## config.mk

```make
export PLATFORM = sky130hd
export DESIGN_NAME = soft_circle_alpha_generator_core
export DESIGN_NICKNAME = d
export VERILOG_FILES = /design/src/scag_pkg.sv /design/src/soft_circle_alpha_generator_core.sv
export SDC_FILE = /design/constraint.sdc
export NUM_CORES = 2
export LEC_CHECK = 0
export BUFFER_PORTS_ARGS = -buffer_cell sky130_fd_sc_hd__buf_4
export CAP_MARGIN = 10
export CORE_MARGIN = 2
export CORE_UTILIZATION = 55
export DETAILED_ROUTE_END_ITERATION = 10
export GPL_ROUTABILITY_DRIVEN = 0
export GPL_TIMING_DRIVEN = 0
export PLACE_DENSITY_LB_ADDON = 0.05
export SLEW_MARGIN = 20
export SYNTH_ARGS = -nofsm -noshare
export SYNTH_HDL_FRONTEND = slang
export SYNTH_SLANG_ARGS = --single-unit
```

## constraint.sdc

```tcl
create_clock -name i_clk -period 9.9 [get_ports i_clk]
set_input_delay 0.495 -clock i_clk [delete_from_list [all_inputs] [get_ports i_clk]]
set_output_delay 0.495 -clock i_clk [all_outputs]
set_load 0.01 [all_outputs]
```

## src/scag_pkg.sv

```systemverilog
`default_nettype none

package scag_pkg;

    // Field and register widths.
    localparam int COORD_W = 8;
    localparam int SIDE_W  = 9;
    localparam int ALPHA_W = 8;

    // Largest sprite side; wider writes saturate to it.
    localparam logic [SIDE_W-1:0] MAX_SIDE   = 9'd256;
    localparam logic [SIDE_W-1:0] SIDE_RESET = 9'd64;

    // Offset magnitude |2x+1-S|, its square and the sum of both squares.
    localparam int DIFF_W = COORD_W + 3;
    localparam int ERR_W  = COORD_W + 1;
    localparam int SQ_W   = 2 * ERR_W;
    localparam int SUM_W  = SQ_W + 1;

    // Square root of the sum shifted up by 32 bits, one root bit per stage.
    localparam int RAD_W  = SUM_W + 1;
    localparam int ROOT_W = (SUM_W + 33) / 2;
    localparam int REM_W  = ROOT_W + 2;

    // Distance in Q16 and the smoothstep arithmetic.
    localparam int Q_W   = 16;
    localparam int T_W   = Q_W + 1;
    localparam int TT_W  = 2 * Q_W + 1;
    localparam int TW_W  = Q_W + 2;
    localparam int P_W   = TT_W + TW_W;
    localparam int ACC_W = T_W + 8;

    localparam logic [T_W-1:0]   Q16_ONE      = 17'd65536;
    localparam logic [TW_W-1:0]  SMOOTH_THREE = 18'd196608;
    localparam logic [ACC_W-1:0] ROUND_HALF   = 25'd32768;

endpackage

`default_nettype wire

```

## src/soft_circle_alpha_generator_core.sv

```systemverilog
// Soft disc alpha generator, one texel per request, fully pipelined.
// o_strobe follows the front end, root, quotient and smoothstep registers.
// Throughput: one request per cycle; busy is always low. Most of the depth is
// in the 26-stage square root and the 16-stage quotient pipeline.
// The receiver cannot stall; each result is shown for exactly one cycle.
// Reset (synchronous, active low) clears all valid bits and sets the side to 64.
`default_nettype none

module soft_circle_alpha_generator_core (
    input  wire logic                            i_clk,
    input  wire logic                            i_rst_n,
    input  wire logic                            start,
    output logic                                 busy,
    input  wire logic [scag_pkg::COORD_W-1:0]    i_pixel_x,
    input  wire logic [scag_pkg::COORD_W-1:0]    i_pixel_y,
    output logic                                 o_strobe,
    output logic      [scag_pkg::ALPHA_W-1:0]    o_alpha,
    input  wire logic                            i_cfg_valid,
    output logic                                 o_cfg_ready,
    input  wire logic [scag_pkg::SIDE_W-1:0]     i_cfg_data
);
    import scag_pkg::*;

    // ---------------------------------------------------------------
    // Configuration register
    // ---------------------------------------------------------------
    logic [SIDE_W-1:0] r_tex_size;

    always_ff @(posedge i_clk) begin
        if (!i_rst_n) begin
            r_tex_size <= SIDE_RESET;
        end else if (i_cfg_valid) begin
            r_tex_size <= (i_cfg_data > MAX_SIDE) ? MAX_SIDE : i_cfg_data;
        end
    end

    assign o_cfg_ready = 1'b1;
    assign busy        = 1'b0;

    // ---------------------------------------------------------------
    // Front end: offsets from the center, their squares and their sum
    // ---------------------------------------------------------------
    logic [DIFF_W-1:0] n_dx, n_dy;
    logic [ERR_W-1:0]  n_ax, n_ay;
    logic [ERR_W-1:0]  r_ax, r_ay;
    logic [SQ_W-1:0]   r_sqx, r_sqy;
    logic              r_vld_in, r_vld_sq;

    always_comb begin
        n_dx = {2'b00, i_pixel_x, 1'b1} - {2'b00, r_tex_size};
        n_dy = {2'b00, i_pixel_y, 1'b1} - {2'b00, r_tex_size};
        n_ax = n_dx[DIFF_W-1] ? ERR_W'(-n_dx) : n_dx[ERR_W-1:0];
        n_ay = n_dy[DIFF_W-1] ? ERR_W'(-n_dy) : n_dy[ERR_W-1:0];
    end

    always_ff @(posedge i_clk) begin
        if (!i_rst_n) begin
            r_vld_in <= 1'b0;
            r_vld_sq <= 1'b0;
        end else begin
            r_vld_in <= start;
            r_vld_sq <= r_vld_in;
        end
    end

    always_ff @(posedge i_clk) begin
        r_ax  <= n_ax;
        r_ay  <= n_ay;
        r_sqx <= r_ax * r_ax;
        r_sqy <= r_ay * r_ay;
    end

    // ---------------------------------------------------------------
    // Square root of (sum << 32), one root bit per stage
    // ---------------------------------------------------------------
    logic [RAD_W-1:0]  r_rt_rad  [0:ROOT_W];
    logic [ROOT_W-1:0] r_rt_root [0:ROOT_W];
    logic [REM_W-1:0]  r_rt_rem  [0:ROOT_W];
    logic              r_rt_vld  [0:ROOT_W];

    always_ff @(posedge i_clk) begin
        if (!i_rst_n) begin
            r_rt_vld[0] <= 1'b0;
        end else begin
            r_rt_vld[0] <= r_vld_sq;
        end
    end

    always_ff @(posedge i_clk) begin
        r_rt_rad[0]  <= {1'b0, {1'b0, r_sqx} + {1'b0, r_sqy}};
        r_rt_root[0] <= '0;
        r_rt_rem[0]  <= '0;
    end

    for (genvar k = 0; k < ROOT_W; k++) begin : g_root
        logic [REM_W-1:0] n_shift;
        logic [REM_W-1:0] n_trial;
        logic             n_take;

        // Once the sum has been shifted out, the remaining radicand pairs are zero.
        always_comb begin
            n_shift = {r_rt_rem[k][REM_W-3:0], r_rt_rad[k][RAD_W-1 -: 2]};
            n_trial = {r_rt_root[k], 2'b01};
            n_take  = (n_shift >= n_trial);
        end

        always_ff @(posedge i_clk) begin
            if (!i_rst_n) begin
                r_rt_vld[k+1] <= 1'b0;
            end else begin
                r_rt_vld[k+1] <= r_rt_vld[k];
            end
        end

        always_ff @(posedge i_clk) begin
            r_rt_rad[k+1]  <= {r_rt_rad[k][RAD_W-3:0], 2'b00};
            r_rt_root[k+1] <= {r_rt_root[k][ROOT_W-2:0], n_take};
            r_rt_rem[k+1]  <= n_take ? (n_shift - n_trial) : n_shift;
        end
    end

    // ---------------------------------------------------------------
    // Distance in Q16: root / side, one quotient bit per stage.
    // A root at or above side << 16 means the texel lies on or past the rim.
    // ---------------------------------------------------------------
    logic [ROOT_W-1:0] r_dv_rem [0:Q_W];
    logic [Q_W-1:0]    r_dv_q   [0:Q_W];
    logic              r_dv_ovf [0:Q_W];
    logic              r_dv_vld [0:Q_W];
    logic [ROOT_W-1:0] n_side_top;

    assign n_side_top = ROOT_W'({r_tex_size, Q_W'(0)});

    always_ff @(posedge i_clk) begin
        if (!i_rst_n) begin
            r_dv_vld[0] <= 1'b0;
        end else begin
            r_dv_vld[0] <= r_rt_vld[ROOT_W];
        end
    end

    always_ff @(posedge i_clk) begin
        r_dv_rem[0] <= r_rt_root[ROOT_W];
        r_dv_q[0]   <= '0;
        r_dv_ovf[0] <= (r_rt_root[ROOT_W] >= n_side_top);
    end

    for (genvar j = 0; j < Q_W; j++) begin : g_div
        localparam int BIT = Q_W - 1 - j;
        logic [ROOT_W-1:0] n_dsub;
        logic              n_dtake;

        always_comb begin
            n_dsub  = ROOT_W'(r_tex_size) << BIT;
            n_dtake = (r_dv_rem[j] >= n_dsub);
        end

        always_ff @(posedge i_clk) begin
            if (!i_rst_n) begin
                r_dv_vld[j+1] <= 1'b0;
            end else begin
                r_dv_vld[j+1] <= r_dv_vld[j];
            end
        end

        always_ff @(posedge i_clk) begin
            r_dv_rem[j+1] <= n_dtake ? (r_dv_rem[j] - n_dsub) : r_dv_rem[j];
            r_dv_ovf[j+1] <= r_dv_ovf[j];
            if (n_dtake) begin
                r_dv_q[j+1] <= r_dv_q[j] | (Q_W'(1) << BIT);
            end else begin
                r_dv_q[j+1] <= r_dv_q[j];
            end
        end
    end

    // ---------------------------------------------------------------
    // Smoothstep t*t*(3 - 2t) and scaling to 0..255.
    // A zero side always overflows the quotient, so it ends in alpha 0.
    // ---------------------------------------------------------------
    logic [T_W-1:0]   r_t;
    logic [TT_W-1:0]  r_tt;
    logic [TW_W-1:0]  r_tw;
    logic [P_W-1:0]   r_p;
    logic [T_W-1:0]   r_a;
    logic [ACC_W-1:0] n_acc;
    logic             r_vld_t, r_vld_tt, r_vld_p, r_vld_a;

    always_ff @(posedge i_clk) begin
        if (!i_rst_n) begin
            r_vld_t  <= 1'b0;
            r_vld_tt <= 1'b0;
            r_vld_p  <= 1'b0;
            r_vld_a  <= 1'b0;
            o_strobe <= 1'b0;
        end else begin
            r_vld_t  <= r_dv_vld[Q_W];
            r_vld_tt <= r_vld_t;
            r_vld_p  <= r_vld_tt;
            r_vld_a  <= r_vld_p;
            o_strobe <= r_vld_a;
        end
    end

    always_comb begin
        n_acc = ({r_a, 8'b0} - ACC_W'(r_a)) + ROUND_HALF;
    end

    always_ff @(posedge i_clk) begin
        r_t     <= r_dv_ovf[Q_W] ? '0 : (Q16_ONE - {1'b0, r_dv_q[Q_W]});
        r_tt    <= TT_W'(r_t * r_t);
        r_tw    <= SMOOTH_THREE - {r_t, 1'b0};
        r_p     <= r_tt * r_tw;
        r_a     <= r_p[32 +: T_W];
        o_alpha <= n_acc[Q_W +: ALPHA_W];
    end

endmodule

`default_nettype wire
```

; Yosys cells after proc, flatten, opt, wreduce, memory -nomap -nowiden
; Memories as Yosys holds them, arrays and structs flattened. A register that Yosys moved wholly into a read port is not among the register bits.
; Cells that the tools add are included.
[word_totals]
register_bits = 211
latchBits = 0
ramBits = 2773
rom_bits = 0
in_bits = 29
out_inout_bits = 11
word_cells = 340
memories = 8
[classes]
n_addsub = 51
n_mul = 4
div = 0
order_cmp = 44
eq_ne = 0
n_shift = 0
n_mux = 155
bitwise_logic = 60
reduce_logical = 1
[mem_list]
columns = name, depth, width, rd, rd_clocked_by_memory_dff, write_ports, line_no
row1 = r_rt_rem, 27, 28, 26, 0, 27, soft_circle_alpha_generator_core.sv:78  ; logic [REM_W-1:0] r_rt_rem [0:ROOT_W];
row2 = r_rt_root, 27, 26, 27, 0, 27, soft_circle_alpha_generator_core.sv:77  ; logic [ROOT_W-1:0] r_rt_root [0:ROOT_W];
row3 = r_rt_rad, 27, 20, 26, 0, 27, soft_circle_alpha_generator_core.sv:76  ; logic [RAD_W-1:0] r_rt_rad [0:ROOT_W];
row4 = r_dv_rem, 17, 26, 16, 0, 17, soft_circle_alpha_generator_core.sv:126  ; logic [ROOT_W-1:0] r_dv_rem [0:Q_W];
row5 = r_dv_q, 17, 16, 17, 0, 17, soft_circle_alpha_generator_core.sv:127  ; logic [Q_W-1:0] r_dv_q [0:Q_W];
row6 = r_rt_vld, 27, 1, 27, 0, 27, soft_circle_alpha_generator_core.sv:79  ; logic r_rt_vld [0:ROOT_W];
row7 = 2 more memories, -, -, -, -, -, -
[op_table]
columns = operator, count
row1 = >= comparator 28 bit, 26
row2 = two-way mux 28 bit, 26
row3 = subtractor 28 bit, 26
row4 = two-way mux 26 bit, 16
row5 = two-way mux 16 bit, 16
row6 = two-way mux 1 bit, 94
row7 = OR 1 bit, 60
row8 = multiplier 33 x 18 -> 49 bit, 1
row9 = multiplier 9 x 9 -> 18 bit, 2
row10 = multiplier 17 x 17 -> 33 bit, 1
row11 = two-way mux 9 bit, 3
row12 = >= comparator 26 x 10 -> 1 bit, 1
row13 = >= comparator 26 x 11 -> 1 bit, 1
row14 = >= comparator 26 x 12 -> 1 bit, 1
row15 = >= comparator 26 x 13 -> 1 bit, 1
row16 = >= comparator 26 x 14 -> 1 bit, 1
row17 = >= comparator 26 x 15 -> 1 bit, 1
row18 = >= comparator 26 x 16 -> 1 bit, 1
row19 = >= comparator 26 x 17 -> 1 bit, 1
row20 = >= comparator 26 x 18 -> 1 bit, 1
row21 = >= comparator 26 x 19 -> 1 bit, 1
row22 = >= comparator 26 x 20 -> 1 bit, 1
row23 = >= comparator 26 x 21 -> 1 bit, 1
row24 = >= comparator 26 x 22 -> 1 bit, 1
row25 = other kinds (29), 31

; Logic depth before layout (Yosys ltp)
; An unclocked memory read counts as a cell.
[logic_depth]
ltp_word = 5
ltp_mapped = 26
ltp_nobuf = 25

; Worst setup path before layout
; No wires, ideal clock.
[synth_timing]
path_type = register to register
from = register r_t[4]
to = register r_tt[29]
setup_time_ns = 0.079
arrival_ns = 6.823
slack_ns = 2.999
path_stages_with_launch = 26
synth_period_minus_slack_ns = 6.901
cell_sequence = dfxtp_1 -> clkbuf_1 -> clkbuf_1 -> nand2_1 -> fa_1 -> inv_1 -> fa_1 -> inv_1 -> fa_1 -> inv_1 -> fa_1 -> inv_1 -> fa_1 -> inv_1 -> fa_1 -> ha_1 -> a21oi_1 -> o21bai_1 -> a21o_1 -> a2111oi_0 -> nor2_1 -> a211oi_1 -> o21bai_1 -> a31oi_1 -> or4b_2 -> o211ai_1
[synth_between]
elab_chain_len = 1
[synth_rtl]
columns = item, line_no
row1 = from (decl), soft_circle_alpha_generator_core.sv:181  ; logic [T_W-1:0] r_t;
row2 = from (signal assigned), soft_circle_alpha_generator_core.sv:210  ; r_t <= r_dv_ovf[Q_W] ? '0 : (Q16_ONE - {1'b0, r_dv_q[Q_W]});
row3 = multiplier 17 x 17 -> 33 bit, soft_circle_alpha_generator_core.sv:211  ; r_tt <= TT_W'(r_t * r_t);
row4 = to (signal assigned), soft_circle_alpha_generator_core.sv:211
row5 = to (decl), soft_circle_alpha_generator_core.sv:182  ; logic [TT_W-1:0] r_tt;
; Every way passes these cells.
; A chain may end at the register's enable or synchronous reset.

; Worst setup path in the final report
[layout_timing]
from = register r_t[4]
to = register r_tt[30]
; The elaborated chain is that of the path after synthesis.

==> out/summary.txt <==
Setup violations, final: 0
Post-Syn Area: 101,000 um2
Critical-path cell list: clkbuf_1 > clkbuf_1 > nand2_1 > fa_1 > inv_1 > fa_1 > inv_1 > fa_1 > inv_1 > fa_1 > inv_1 > fa_1 > inv_1 > fa_1 > ha_1 > a21oi_1 > o21bai_1 > a21o_1 > a2111oi_0 > nor2_1 > o41ai_1 > o21ai_0 > or4b_2 > nand3_1
Post-Route WL: 218,000 um
Crit Reg-Reg Startpoint: r_t[4]
R2R setup slack: 1.41 ns
RSZ-0062 raised after global routing: false
DR iter-0 viols: 3,695
DP HPWL: 173,000 um
Cts bufs inserted: 187
Top_reg_cell synth: dfxtp_1
Top-area cell type share of the netlist area: 36.3%
Root Buffer: clkbuf_16
Largest net degree at the start of global routing: 22
Min Tclk post-route: 8.49 ns
Worst Hold End: r_dv_vld[1]
Worst Tran Pin Value: 1.02 ns
RR Endpoint: r_tt[30]
Fmax: 118 MHz
CP Buf/Inv Count: 7
Clk_lat worst skew: 0.82 ns
Hold_sp: i_rst_n
Antenna Cells: 0
Core area: 183,000 um2
Initial Util: 55.3%
Die area: 187,000 um2
Critical path's most frequent cell: fa_1
Seq/Total Area, Yosys: 36.3%
HP Class: input port to register
Die W: 433 um
Antenna violations before repair: 4
Final Power: 28.0 mW
#FFs+latches synth: 1,830
Via count: 70,100
Grt total ovfl: 0
Cell taking the most area after synthesis: dfxtp_1
Sum of negative setup slack: 0 ns
CTS tree: done
Layout cell share with drive strength beyond 1: 5.20%
CP top delay family: adder cells
Setup CP Type: register to register
Post-Syn Instances: 10,500
VDD IR max: 399 uV
Commonest non-fill, non-tap cells in the layout: 1,828 x dfxtp_1, 1,528 x inv_1, 871 x nand2_1, 870 x ha_1, 740 x fa_1
Largest fanout on the critical path: 10
DR DRC count: 0
Avg Inst Size Synth: 9.62 um2
Fraction of registers with async set/reset: 0%
Worst hold slack: 0.0547 ns
# clock sinks: 1,830
Vias/cell: 5.28
CTS Hold Bufs: 10
DRT antenna net count: 0
Detailed-router iteration count before antenna repair: 6
Hold path depth: 2
Worst path slowest cell: o41ai_1
Largest stage delay, worst path: 0.80 ns
CTS-repair resized insts: 0
IO Port Bufs: 34
Setup Fix Bufs, Post-CTS: 0
Cell count of the worst reg-to-reg path: 24
Clock-pin slew on the worst setup and hold paths: 0.06 ns
Die height: 433 um
Most common cell after layout, fill and taps aside: dfxtp_1
Worst EP required: 10.61 ns
Number of synthesized flops with an enable pin: 0
Vias in the first global route: 72,000
Max-slew violations: 0
WL/cell: 16.5 um
Leakage: 53.4 nW
Final clock skew: 0.0502 ns
Total Routing Usage GR: 23.7%
Pwr dens: 252 nW/um2
Synth cell types: 85
Top cells by area, synth: dfxtp_1 36%, fa_1 15%, ha_1 11%
Layout Nets: 12,400
Status: completed
Layout area overhead: 9.81%
Final Util: 60.7%
Yosys warns: 0
CTS max path bufs: 3
Global-route wire length before repair: 361,000 um
WP data arrival: 9.20 ns
Max-capacitance violation count: 0
PnR worst setup slack: 1.41 ns
Row Count: 157
Io pins: 40
H-tree levels: 4
Headroom to the max-slew limit: 31.6%
CP Depth: 24
Setup WS pre-CTS: 1.45 ns
Final period util: 85.8%
Startpoint types: register
Final hold violation count: 0
Critical Path End Type: register
## how the worst max path moves through the flow
stage / endpoint / start / slack [ns]
after detailed placement: r_tt[30] / r_t[7] / 1.45
after CTS: r_tt[30] / r_t[7] / 1.42
after global placement: r_p[48] / r_tt[16] / 1.54
after global routing: r_tt[30] / r_t[4] / 1.03
after floorplan: r_tt[29] / r_t[4] / 3.00
final: r_tt[30] / r_t[4] / 1.41
## worst reg2reg max path, stage by stage (launching register included)
cell,delay (ns)
dfxtp_1,0.42
clkbuf_1,0.52
clkbuf_1,0.55
nand2_1,0.24
fa_1,0.58
inv_1,0.06
fa_1,0.53
inv_1,0.05
fa_1,0.50
inv_1,0.06
fa_1,0.53
inv_1,0.05
fa_1,0.47
inv_1,0.05
fa_1,0.43
ha_1,0.34
a21oi_1,0.24
o21bai_1,0.09
a21o_1,0.18
a2111oi_0,0.41
nor2_1,0.17
o41ai_1,0.80
o21ai_0,0.38
or4b_2,0.68
nand3_1,0.12
## sequential cells by signal, summed over array words and instances, names as in the netlist, 17 cells and up
name	flops
r_rt_root	350
r_rt_rad	99
r_dv_vld	17
r_rt_rem	595
r_dv_ovf	17
r_tt	32
r_sqy	17
r_dv_q	136
r_a	17
r_p	17
r_dv_rem	416
r_t	17
r_rt_vld	27
## where the power goes
| part | total, mW | internal [mW] | switching, mW | leakage (nW) |
|---|---|---|---|---|
| clock | 7.18 | 4.24 | 2.94 | 3.14 |
| sequential | 10.8 | 9.41 | 1.37 | 15.1 |
| combinational | 10.0 | 4.55 | 5.45 | 35.1 |
## layout make-up
cell class	count	area [um2]
fillers	15500	71800
multi-input cells	6890	57700
flip-flops and latches	1830	36600
inverters	1543	5790
clock buffers	256	5280
well taps	2385	2980
clock inverters	83	1170
plain buffers	233	896
repair buffers	48	430
## Yosys cell counts, types with 110 or more instances
library cell and n:
dfxtp_1 1830, inv_1 1536, nand2_1 871, ha_1 870, fa_1 740, nor2_1 555, and2_1 442, a21oi_1 439
xnor2_1 417, o21ai_0 380, xor2_1 349, clkbuf_1 217, nor3_1 209, a21o_1 165, mux2_2 135, nor4_1 133
nand2b_1 110
## per-stage QoR
step	area (um2)	cells
floorplan	101000	10500
global placement	104000	12900
detailed placement	104000	12900
CTS	111000	13300
global route	111000	13300
finish	111000	13300
## cells by family after synthesis
group	count (synthesis)	synth area share, %
adder cells (fa/ha/maj)	1610	25.4
flip-flops	1830	36.3
AND/OR/NAND/NOR	2890	14.3
multiplexers	155	1.70
AO/OA/AOI/OAI	1466	8.99
XOR/XNOR	766	6.64
buffers and inverters	1776	6.62
other	2	0.00744
## routing by layer
| metal | part of all wire [%] | up-vias | global-route usage (%) | wire length (um) |
|---|---|---|---|---|
| met4 | 2.5 | 0 | 6.98 | 5530 |
| met2 | 49 | 1293 | 41.1 | 106000 |
| met5 | 0 | - | 0 | 0 |
| met3 | 4.3 | 399 | 3.37 | 9500 |
| met1 | 45 | 33800 | 30.5 | 97300 |
| li1 | - | 34600 | - | - |
Note: power is estimated with default switching activity, not from simulation.
